`config.mk`:
```
export PLATFORM = sky130hd
export DESIGN_NAME = sorted_priority_queue
export DESIGN_NICKNAME = d
export VERILOG_FILES = /design/src/hw/rtl/spq_pkg.sv /design/src/hw/rtl/spq_ram.sv /design/src/hw/rtl/spq_ctrl.sv /design/src/hw/rtl/sorted_priority_queue.sv
export SDC_FILE = /design/constraint.sdc
export NUM_CORES = 1
export LEC_CHECK = 0
export BUFFER_PORTS_ARGS = -buffer_cell sky130_fd_sc_hd__buf_2
export CORE_MARGIN = 3
export CORE_UTILIZATION = 30
export CTS_BUF_LIST = sky130_fd_sc_hd__clkbuf_8
export DETAILED_ROUTE_END_ITERATION = 8
export SETUP_SLACK_MARGIN = 0.05
export SLEW_MARGIN = 20
export SYNTH_ARGS = -nofsm -noshare
export SYNTH_HDL_FRONTEND = slang
export SYNTH_HIERARCHICAL = 1
export SYNTH_SLANG_ARGS = --single-unit
```
`constraint.sdc`:
```
create_clock -name i_clk -period 5.6 [get_ports i_clk]
set_clock_uncertainty 0.1 [all_clocks]
set_input_delay 0.28 -clock i_clk [delete_from_list [all_inputs] [get_ports i_clk]]
set_output_delay 0.28 -clock i_clk [all_outputs]
set_load 0.05 [all_outputs]
```
`src/hw/rtl/spq_pkg.sv`:
```
package spq_pkg;

    localparam int CAPACITY      = 16;
    localparam int PRIORITY_BITS = 16;
    localparam int PAYLOAD_BITS  = 32;

    localparam int IDX_BITS   = $clog2(CAPACITY);
    localparam int CNT_BITS   = $clog2(CAPACITY + 1);
    localparam int ENTRY_BITS = PRIORITY_BITS + PAYLOAD_BITS;

    typedef enum logic {
        ACT_ENQ = 1'b0,
        ACT_DEQ = 1'b1
    } t_action;

    typedef enum logic [1:0] {
        ST_OK    = 2'd0,
        ST_DUP   = 2'd1,
        ST_FULL  = 2'd2,
        ST_EMPTY = 2'd3
    } t_status;

    typedef enum logic [2:0] {
        S_IDLE,
        S_SRCH_RD,
        S_SRCH_CMP,
        S_SHIFT_RD,
        S_SHIFT_WR,
        S_INSERT,
        S_HEAD_WAIT,
        S_DONE
    } t_state;

    typedef struct packed {
        t_action     action;
        logic [15:0] priority_in;
        logic [31:0] payload_in;
    } t_in_item;

    typedef struct packed {
        t_status     status;
        logic [31:0] payload_out;
        logic [4:0]  entry_count;
        logic [31:0] head_payload;
        logic        head_valid;
    } t_out_item;

    typedef struct packed {
        logic [PRIORITY_BITS-1:0] prio;
        logic [PAYLOAD_BITS-1:0]  payload;
    } t_entry;

endpackage

```
`src/hw/rtl/spq_ram.sv`:
```
module spq_ram #(
    parameter int DEPTH = 16,
    parameter int WIDTH = 48
) (
    input  logic                     i_clk,
    input  logic                     i_we,
    input  logic [$clog2(DEPTH)-1:0] i_waddr,
    input  logic [WIDTH-1:0]         i_wdata,
    input  logic [$clog2(DEPTH)-1:0] i_raddr,
    output logic [WIDTH-1:0]         o_rdata
);

    logic [WIDTH-1:0] r_mem [DEPTH];
    logic [WIDTH-1:0] r_rdata;

    always_ff @(posedge i_clk) begin
        if (i_we) begin
            r_mem[i_waddr] <= i_wdata;
        end
        r_rdata <= r_mem[i_raddr];
    end

    assign o_rdata = r_rdata;

endmodule

```
`src/hw/rtl/spq_ctrl.sv`:
```
module spq_ctrl
    import spq_pkg::*;
(
    input  logic      i_clk,
    input  logic      i_rst_n,
    input  logic      i_in_valid,
    output logic      o_in_ready,
    input  t_in_item  i_in_item,
    output logic      o_res_valid,
    input  logic      i_res_ready,
    output t_out_item o_res
);

    // Map a logical slot (0 = head) onto a physical ring address.
    function automatic logic [IDX_BITS-1:0] wrap_idx(
        input logic [IDX_BITS-1:0] base,
        input logic [CNT_BITS-1:0] ofs
    );
        logic [CNT_BITS:0] sum;
        sum = (CNT_BITS+1)'(base) + (CNT_BITS+1)'(ofs);
        if (sum >= (CNT_BITS+1)'(CAPACITY)) begin
            sum = sum - (CNT_BITS+1)'(CAPACITY);
        end
        return sum[IDX_BITS-1:0];
    endfunction

    t_state                   r_state,    n_state;
    logic [CNT_BITS-1:0]      r_count,    n_count;
    logic [IDX_BITS-1:0]      r_head,     n_head;
    logic [PAYLOAD_BITS-1:0]  r_head_pay, n_head_pay;
    logic [CNT_BITS-1:0]      r_k,        n_k;
    logic [CNT_BITS-1:0]      r_pos,      n_pos;
    logic [PRIORITY_BITS-1:0] r_prio,     n_prio;
    logic [PAYLOAD_BITS-1:0]  r_pay,      n_pay;
    t_status                  r_status,   n_status;
    logic [PAYLOAD_BITS-1:0]  r_removed,  n_removed;

    logic                     ram_we;
    logic [IDX_BITS-1:0]      ram_waddr;
    t_entry                   ram_wdata;
    logic [IDX_BITS-1:0]      ram_raddr;
    t_entry                   ram_rdata;
    logic                     full;

    spq_ram #(
        .DEPTH (CAPACITY),
        .WIDTH (ENTRY_BITS)
    ) u_ram (
        .i_clk   (i_clk),
        .i_we    (ram_we),
        .i_waddr (ram_waddr),
        .i_wdata (ram_wdata),
        .i_raddr (ram_raddr),
        .o_rdata (ram_rdata)
    );

    assign full = (r_count == CNT_BITS'(CAPACITY));

    always_ff @(posedge i_clk) begin
        if (!i_rst_n) begin
            r_state <= S_IDLE;
            r_count <= '0;
            r_head  <= '0;
        end else begin
            r_state <= n_state;
            r_count <= n_count;
            r_head  <= n_head;
        end
        r_head_pay <= n_head_pay;
        r_k        <= n_k;
        r_pos      <= n_pos;
        r_prio     <= n_prio;
        r_pay      <= n_pay;
        r_status   <= n_status;
        r_removed  <= n_removed;
    end

    always_comb begin
        n_state    = r_state;
        n_count    = r_count;
        n_head     = r_head;
        n_head_pay = r_head_pay;
        n_k        = r_k;
        n_pos      = r_pos;
        n_prio     = r_prio;
        n_pay      = r_pay;
        n_status   = r_status;
        n_removed  = r_removed;
        ram_we     = 1'b0;
        ram_waddr  = wrap_idx(r_head, r_k);
        ram_wdata  = ram_rdata;
        ram_raddr  = wrap_idx(r_head, CNT_BITS'(1));
        o_in_ready  = 1'b0;
        o_res_valid = 1'b0;

        unique case (r_state)
            S_IDLE: begin
                o_in_ready = 1'b1;
                if (i_in_valid) begin
                    n_removed = '0;
                    n_prio    = i_in_item.priority_in[PRIORITY_BITS-1:0];
                    n_pay     = i_in_item.payload_in[PAYLOAD_BITS-1:0];
                    n_k       = '0;
                    if (i_in_item.action == ACT_ENQ) begin
                        n_state = S_SRCH_RD;
                    end else if (r_count == '0) begin
                        n_status = ST_EMPTY;
                        n_state  = S_DONE;
                    end else begin
                        // Pop the head; the slot after it is already being read.
                        n_status  = ST_OK;
                        n_removed = r_head_pay;
                        n_head    = wrap_idx(r_head, CNT_BITS'(1));
                        n_count   = r_count - 1'b1;
                        n_state   = (r_count > CNT_BITS'(1)) ? S_HEAD_WAIT : S_DONE;
                    end
                end
            end

            S_HEAD_WAIT: begin
                n_head_pay = ram_rdata.payload;
                n_state    = S_DONE;
            end

            S_SRCH_RD: begin
                ram_raddr = wrap_idx(r_head, r_k);
                if (r_k == r_count) begin
                    n_pos = r_k;
                    if (full) begin
                        n_status = ST_FULL;
                        n_state  = S_DONE;
                    end else begin
                        n_state = (r_k == r_count) ? S_INSERT : S_SHIFT_RD;
                    end
                end else begin
                    n_state = S_SRCH_CMP;
                end
            end

            S_SRCH_CMP: begin
                if (ram_rdata.prio == r_prio) begin
                    n_status = ST_DUP;
                    n_state  = S_DONE;
                end else if (ram_rdata.prio > r_prio) begin
                    n_k     = r_k + 1'b1;
                    n_state = S_SRCH_RD;
                end else if (full) begin
                    n_status = ST_FULL;
                    n_state  = S_DONE;
                end else begin
                    // Insert here: move the tail down from the last entry.
                    n_pos   = r_k;
                    n_k     = r_count;
                    n_state = S_SHIFT_RD;
                end
            end

            S_SHIFT_RD: begin
                ram_raddr = wrap_idx(r_head, r_k - 1'b1);
                n_state   = S_SHIFT_WR;
            end

            S_SHIFT_WR: begin
                ram_we    = 1'b1;
                ram_waddr = wrap_idx(r_head, r_k);
                ram_wdata = ram_rdata;
                n_k       = r_k - 1'b1;
                n_state   = ((r_k - 1'b1) == r_pos) ? S_INSERT : S_SHIFT_RD;
            end

            S_INSERT: begin
                ram_we            = 1'b1;
                ram_waddr         = wrap_idx(r_head, r_pos);
                ram_wdata.prio    = r_prio;
                ram_wdata.payload = r_pay;
                n_count           = r_count + 1'b1;
                if (r_pos == '0) begin
                    n_head_pay = r_pay;
                end
                n_status = ST_OK;
                n_state  = S_DONE;
            end

            S_DONE: begin
                o_res_valid = 1'b1;
                if (i_res_ready) begin
                    n_state = S_IDLE;
                end
            end

            default: begin
                n_state = S_IDLE;
            end
        endcase
    end

    always_comb begin
        o_res.status       = r_status;
        o_res.payload_out  = 32'(r_removed);
        o_res.entry_count  = 5'(r_count);
        o_res.head_valid   = (r_count != '0);
        o_res.head_payload = (r_count != '0) ? 32'(r_head_pay) : 32'd0;
    end

    a_count_bound: assert property (@(posedge i_clk) disable iff (!i_rst_n)
        r_count <= CNT_BITS'(CAPACITY))
        else $error("entry count above capacity");

    a_insert_room: assert property (@(posedge i_clk) disable iff (!i_rst_n)
        (r_state == S_INSERT) |-> !full)
        else $error("insert into a full store");

    a_shift_range: assert property (@(posedge i_clk) disable iff (!i_rst_n)
        (r_state == S_SHIFT_RD) |-> (r_k > r_pos))
        else $error("shift index at or below insert position");

    a_deq_count: assert property (@(posedge i_clk) disable iff (!i_rst_n)
        (o_in_ready && i_in_valid && i_in_item.action == ACT_DEQ && r_count != '0)
        |=> (r_count == $past(r_count) - 1'b1))
        else $error("dequeue did not drop the count");

    a_done_release: assert property (@(posedge i_clk) disable iff (!i_rst_n)
        (o_res_valid && i_res_ready) |=> o_in_ready)
        else $error("controller did not return to idle after result transfer");

endmodule

```
`src/hw/rtl/sorted_priority_queue.sv`:
```
// Sorted priority queue with unique priorities, CAPACITY entries.
// Input channel (i_in_valid / o_in_ready / i_in_item): action 0 enqueues
// (priority_in, payload_in), action 1 dequeues the highest-priority entry.
// Output channel (o_out_valid / i_out_ready / o_out_item): one result per
// input transfer with status, the removed payload, the entry count and the
// head entry after the operation (peek and size queries).
//
// Entries live in one synchronous RAM organized as a ring that holds the
// entries in descending priority from a head pointer. The single read port
// sets the timing: an enqueue scans the ring with a read and a compare
// state per entry, then moves the tail down with a read and a write state
// per entry. A dequeue only advances the head and, unless the queue is
// left empty, reads the next head payload. The result is then registered
// in the output register. One operation is in work at a time; the next
// input transfer is taken as soon as the result has moved into the output
// register, even while that register waits on a stall.
//
// Reset (synchronous, active low) empties the queue at once; RAM contents
// are left as they are. A stalled receiver holds the output register and,
// once the next result is ready, the controller waits for it.
module sorted_priority_queue
    import spq_pkg::*;
(
    input  logic      i_clk,
    input  logic      i_rst_n,
    input  logic      i_in_valid,
    output logic      o_in_ready,
    input  t_in_item  i_in_item,
    output logic      o_out_valid,
    input  logic      i_out_ready,
    output t_out_item o_out_item
);

    logic      res_valid;
    logic      res_ready;
    t_out_item res;

    logic      r_out_valid;
    t_out_item r_out;

    spq_ctrl u_ctrl (
        .i_clk       (i_clk),
        .i_rst_n     (i_rst_n),
        .i_in_valid  (i_in_valid),
        .o_in_ready  (o_in_ready),
        .i_in_item   (i_in_item),
        .o_res_valid (res_valid),
        .i_res_ready (res_ready),
        .o_res       (res)
    );

    // Take a new result whenever the output register is empty or draining.
    assign res_ready = !r_out_valid || i_out_ready;

    always_ff @(posedge i_clk) begin
        if (!i_rst_n) begin
            r_out_valid <= 1'b0;
        end else if (res_valid && res_ready) begin
            r_out_valid <= 1'b1;
        end else if (i_out_ready) begin
            r_out_valid <= 1'b0;
        end
        // Load the result on a transfer from the controller; hold otherwise.
        if (res_valid && res_ready) begin
            r_out <= res;
        end
    end

    assign o_out_valid = r_out_valid;
    assign o_out_item  = r_out;

endmodule
```
==> results of run 1 <==
==> final cells by class <==
cell class / instances / area share [%]
sequential: 1025 / 65.7
multi-input combinational: 810 / 18.2
clock buffer: 183 / 5.48
tap: 1729 / 4.71
timing repair buffer: 256 / 4.15
clock inverter: 115 / 1.49
inverter: 29 / 0.237
antenna: 4 / 0.0218
==> layer usage <==
layer  vias to the layer above  share of wire, %  track usage, %
met5                         -             0.015               0
met4                         2               2.4            4.50
met3                       144               6.1            3.07
met2                       682                49            21.5
met1                     10259                43            17.3
li1                       8583                 -               -
==> cell families after synthesis <==
| family | synth area share [%] |
|---|---|
| buf+inv | 1.49 |
| xor+xnor | 0.740 |
| flops | 77.6 |
| mux | 11.2 |
| simple gates | 4.50 |
| fa+ha+maj | 1.15 |
| compound gates | 3.35 |
==> worst reg2reg max path: stages (launching register included) <==
cell	delay (ns)
dfxtp_1	0.77
nor2b_1	0.31
nand2_2	0.17
buf_4	0.69
nand2_1	0.13
o21ai_0	0.12
buf_4	0.24
nand2_1	0.25
nor2_4	0.56
buf_4	0.48
==> stage by stage <==
step	worst slack (ns)	area (µm²)	util, %
final	1.43	45900	35.8
after floorplan	0.891	38900	-
after CTS	1.39	45900	35.8
after global routing	1.09	45900	35.8
after global placement	1.54	41900	32.7
after detailed placement	1.42	41900	32.7
==> worst paths after layout <==
kind / from / end / slack, ns
worst max-delay path: u_ctrl/r_state[1]$_SDFFE_PN0P_ / u_ctrl/u_ram/r_mem[3][43]$_DFFE_PP_ / 1.43
worst max register to register: u_ctrl/r_state[1]$_SDFFE_PN0P_ / u_ctrl/u_ram/r_mem[3][43]$_DFFE_PP_ / 1.43
worst min register to register: u_ctrl/r_removed[11]$_SDFFCE_PP0P_ / o_out_item[49]$_DFFE_PP_ / 0.32
worst min-delay path: i_in_item[44] / u_ctrl/r_prio[12]$_DFFE_PP_ / 0.08
==> cell usage in the layout, fill, tap and decap left out, types with 14 or more instances in the layout <==
| master | count |
|---|---|
| xnor2_1 | 18 |
| ha_1 | 31 |
| mux4_2 | 192 |
| nand3_1 | 14 |
| a22oi_1 | 97 |
| clkinv_2 | 18 |
| nor2b_1 | 35 |
| and3_1 | 36 |
| o21ai_0 | 23 |
| clkinv_1 | 21 |
| nor2_1 | 21 |
| inv_1 | 86 |
| buf_2 | 126 |
| edfxtp_1 | 964 |
| buf_4 | 43 |
| clkbuf_8 | 183 |
| a21oi_1 | 18 |
| dlygate4sd3_1 | 79 |
| nand2_1 | 185 |
| dfxtp_1 | 61 |
==> state kept, by name, summed over array words and instances, names as in the netlist, 16 cells and up <==
name / count
u_ctrl/u_ram/o_rdata: 48
o_out_item: 72
u_ctrl/r_prio: 16
u_ctrl/r_head_pay: 32
u_ctrl/u_ram/r_mem: 768
u_ctrl/r_pay: 32
u_ctrl/r_removed: 32
==> power by group through the flow <==
stage | clock (µW) | combinational [µW] | sequential [µW]
6_report | 6160 | 6140 | 10600
5_1_grt | 6710 | 6730 | 10700
4_1_cts | 6360 | 6230 | 10600
3_5_place_dp | 0 | 6180 | 10800
3_3_place_gp | 0 | 6010 | 10800
2_1_floorplan | 0 | 4260 | 10700
==> timing repair <==
action,4_1_cts,5_1_grt
endpoints found under the hold margin,93,0
hold buffers,79,0
setup buffers,0,0
==> flow_summary.toml, run 1 <==
[status]
status = "finished clean"

[timing]
fin_hold_ws_ns = 0.0831
period_needed_ns = 4.17
relSlewSlack_pct = 24.1
slew_violations = 0
rsz0062_at_grt = "no"
worst_pin_slew_ns = 1.13
max_freq_mhz = 240
hold_violations = 0
setup_viol = 0
tns_ns = 0
final.period_utilization_pct = 74.4

[synth]
synth_common_cells = "edfxtp_1 (964), mux4_2 (192), nand2_1 (186)"
syn_inst = 1966
synthFlopType = "edfxtp_1"
syn_nets = 2053
synth_area_leader_cell = "edfxtp_1"
async_reset_ff_share_pct = 0
ys_ff_latch = 1025
yosysWarnings = 6
avgSynthCellArea_um2 = 19.8
synthTopCellsByArea = "edfxtp_1 (74%), mux4_2 (11%), dfxtp_1 (3.1%), a22oi_1 (1.9%), nand2_1 (1.8%)"
seq_area_frac_synth_pct = 77.6
synth_edf_count = 964
yosysMostFrequentCell = "edfxtp_1"
synth_top_area_share_pct = 74.4
syn_area_mm2 = 0.0389
synth_cell_types = 64

[setup_path]
crit_type = "reg2reg"
critPathBufInv = 3
crit_chain = "nor2b_1, nand2_2, buf_4, nand2_1, o21ai_0, buf_4, nand2_1, nor2_4, buf_4"
cp.depth = 9
rr_worst_depth = 9
arrival_ns = 4.55
crit_fanout = 66
worst_path_most_repeated_cell = "buf_4"
start_kind = "register"
cp_slowest_cell = "dfxtp_1"
max_stage_delay_ns = 0.77
crit_path_end_kind = "register"
worst_ep_required_time_ns = 5.98
cp_top_family = "simple AND/OR/NAND/NOR gates"

[route]
first_pass_iters = 7
wl_per_cell_um = 21.4
first_iter_violations = 1628
routed_wl_um = 88700
avgViaCountPerCell = 4.74
drt.antenna.violating_nets = 0
drc = 0
vias = 19670

[placed_design]
dp_hpwl_um = 51600
gp_routability_congestion = 0.808
dp.cells = 3770
port_buffers = 126

[grt]
grt_max_degree = 73
antenna_found_initial = 5
grt_pass1_wl_um = 133000
grt_usage_pct = 13.2
grt-ovfl-total = 0
grt_pass1_vias = 20876

[power]
peakVddDrop_uv = 274
power_density_mw_per_mm2 = 499
switching_power_uw = 7130
swShare_pct = 31.1
p_comb_share_pct = 26.8
seq_power_share_pct = 46.4
p_leak_uw = 0.0154
clkPwrFrac_pct = 26.9
internal-power_uw = 15800
finalPower_uw = 22900

[cts]
clockRootBuffer = "clkbuf_8"
clk_latency_ns = 0.84
clk_transition_reported_paths_ns = 0.06
cts_max_path_buffers = 3
cts_num_sinks = 1025
cts_resized = 0
htreeDepth = 4
cts_buffers = 161
cts_tree = "built"

[worst_hold_path]
worstHoldPathCells = 2
min_path_type = "in2reg"

[final_layout]
multi_input_area_mm2 = 0.00837
drive_gt1_share_pct = 26.2
fillers = 11899
seq_area_mm2 = 0.0302
finalNetCount = 2370
stdcell_count = 4151
syn_to_final_growth_pct = 18.1

[floorplan]
dieArea_mm2 = 0.134
die_y_um = 366
rows = 131
io_pins = 127
initial_core_util_pct = 30.3
die_x_um = 366
core_mm2 = 0.128

[flow_run]
maxCapViolations = 0
(Power assumes the default switching activity.)
==> inputs of run 2 (changes only) <==
==> constraint.sdc (replaced) <==
create_clock -name i_clk -period 3.75 [get_ports i_clk]
set_clock_uncertainty 0.1 [all_clocks]
set_input_delay 0.1875 -clock i_clk [delete_from_list [all_inputs] [get_ports i_clk]]
set_output_delay 0.1875 -clock i_clk [all_outputs]
set_load 0.05 [all_outputs]
==> run 2 against run 1 <==
Highest routed layer is now met4. Fmax up 21%. Flip-flop and latch count did not move. Final cell count grew 0.87%. Critical path depth grew 3. Worst setup slack got worse by 1.1 ns. Count of clock-buffer cells in the layout fell by 13. Final area increased by 0.89%.
==> flow_summary.toml, run 2 (synthesis results as in run 1) <==
[grt]
met2_usage_pct = 22.6
antenna_found_initial = 3
grt_pass1_wl_um = 135000
grt_pass1_vias = 20850
grt_max_degree = 77
grt_usage_pct = 13.3
grt-ovfl-total = 0
use_met3_pct = 2.23
top_usage_layer = "met2"
use_met1_pct = 17.5

[power]
swShare_pct = 30.5
clkPwrFrac_pct = 25.5
finalPower_uw = 33700
seq_power_share_pct = 46.9
p_comb_share_pct = 27.6
switching_power_uw = 10300
power_density_mw_per_mm2 = 727
p_leak_uw = 0.0156
internal-power_uw = 23400
peakVddDrop_uv = 426

[final_layout]
final_cell_mix = "edfxtp_1 (964), mux4_2 (192), nand2_1 (185)"
drive_gt1_share_pct = 26.3
syn_to_final_growth_pct = 19.1
largest_reg_flops = 768
largest-register = "u_ctrl/u_ram/r_mem"
finalNetCount = 2414
mostFrequentLayoutCell = "edfxtp_1"
final_cell_area_mm2 = 0.0463

[timing]
tns_ns = 0
relSlewSlack_pct = 36.8
worst_pin_slew_ns = 0.941
slew_violations = 0
setup_viol = 0
final.period_utilization_pct = 91.7
hold_violations = 0
period_needed_ns = 3.44
rsz0062_at_grt = "no"
max_freq_mhz = 291

[placed_design]
port_buffers = 126
postPlaceCellArea_mm2 = 0.0424
dp_hpwl_um = 51600
gp_routability_congestion = 0.802

[floorplan]
dieArea_mm2 = 0.134
die_y_um = 366
core_mm2 = 0.128
io_pins = 127
die_x_um = 366
rows = 131
initial_core_util_pct = 30.3

[route]
vias = 19779
routed_wl_um = 89500
avgViaCountPerCell = 4.72
drt.antenna.violating_nets = 0
drc = 0
first_pass_iters = 5
first_iter_violations = 1592
wl_per_cell_um = 21.4

[setup_path]
crit_path_end_kind = "register"
crit_type = "reg2reg"
arrival_ns = 4.07
crit_fanout = 30
start_kind = "register"
worst_ep_required_time_ns = 4.38

[cts]
htreeDepth = 4
post-cts-setup-buffers = 0
clk_transition_reported_paths_ns = 0.06
cts_buffers = 152
cts_num_sinks = 1025
cts_resized = 0
cts_max_path_buffers = 3
clockRootBuffer = "clkbuf_8"
cts_tree = "built"
clk_latency_ns = 0.80

[flow_run]
maxCapViolations = 0

[worst_hold_path]
min_path_type = "in2reg"

[status]
status = "finished clean"
## run 2: cell types whose count changed in the layout (fill, tap and decap cells not counted), moves of 3 or more
| cell | previous run | this run |
|---|---|---|
| dlygate4sd3_1 | 79 | 99 |
| o21ai_1 | 4 | 8 |
| clkinvlp_4 | 2 | 5 |
| o21ai_2 | 3 | 0 |
| buf_4 | 43 | 57 |
| inv_1 | 86 | 83 |
| buf_12 | 8 | 27 |
| clkbuf_8 | 183 | 170 |
| clkinv_8 | 3 | 0 |
| clkinv_1 | 21 | 27 |
## run 2: path summary, 6_finish.rpt
| path | slack, ns | startpoint | cells after the start | endpoint |
|---|---|---|---|---|
| setup / recovery | 0.31 | u_ctrl/r_k[0]$_DFFE_PP_ | 12 | u_ctrl/u_ram/o_rdata[28]$_DFF_P_ |
| hold / removal | 0.07 | i_in_item[31] | 2 | u_ctrl/r_pay[31]$_DFFE_PP_ |
| setup reg to reg | 0.31 | u_ctrl/r_k[0]$_DFFE_PP_ | 12 | u_ctrl/u_ram/o_rdata[28]$_DFF_P_ |
| hold reg to reg | 0.32 | u_ctrl/r_removed[29]$_SDFFCE_PP0P_ | 0 | o_out_item[67]$_DFFE_PP_ |
## run 2: metal layers
metal / routed length (µm) / share of wire [%] / up-vias
li1: - / - / 8670
met1: 38200 / 43 / 10405
met2: 45100 / 50 / 597
met3: 4630 / 5.2 / 107
met4: 1560 / 1.7 / 0
met5: 0 / 0 / -
## run 2: critical path, stage by stage (launching register included)
cell	delay [ns]
edfxtp_1	0.56
inv_1	0.12
ha_1	0.34
inv_1	0.11
fa_1	0.42
xnor2_1	0.13
nand2_1	0.06
o211ai_1	0.08
o21ai_0	0.33
nor2b_4	0.60
buf_12	0.31
a22oi_1	0.12
nand2_1	0.09
## run 2: what timing repair did
item                                    in CTS  in global routing
endpoints found under the setup margin       0                  0
hold buffers                                99                  0
hold endpoints to repair                   117                  0
## run 2: power groups by stage
stage | Combinational, µW | Sequential [µW] | Clock [µW]
6_report | 9300 | 15800 | 8580
5_1_grt | 10200 | 15900 | 9360
4_1_cts | 9420 | 15800 | 8860
3_5_place_dp | 9320 | 16000 | 0
3_3_place_gp | 9000 | 16000 | 0
2_1_floorplan | 6420 | 15900 | 0
## run 2: cell type report
cell class,instances,area (µm²)
Fill cell,11902,81800
Sequential cell,1025,30200
Multi-Input combinational cell,810,8360
Timing Repair Buffer,309,2590
Clock buffer,170,2340
Tap cell,1729,2160
Clock inverter,113,594
Inverter,29,109
Antenna cell,2,5.00
## run 2: per-stage QoR
step / hold slack [ns] / setup slack [ns] / instances / util, %
3_5_place_dp: 0.266 / 0.363 / 3802 / 33.1
4_1_cts: 0.0147 / 0.331 / 4184 / 36.1
2_1_floorplan: 0.186 / -0.380 / 1966 / -
5_1_grt: 0.0734 / 0.111 / 4186 / 36.1
6_report: 0.0686 / 0.311 / 4187 / 36.1
3_3_place_gp: 0.268 / 0.427 / 3802 / 33.1
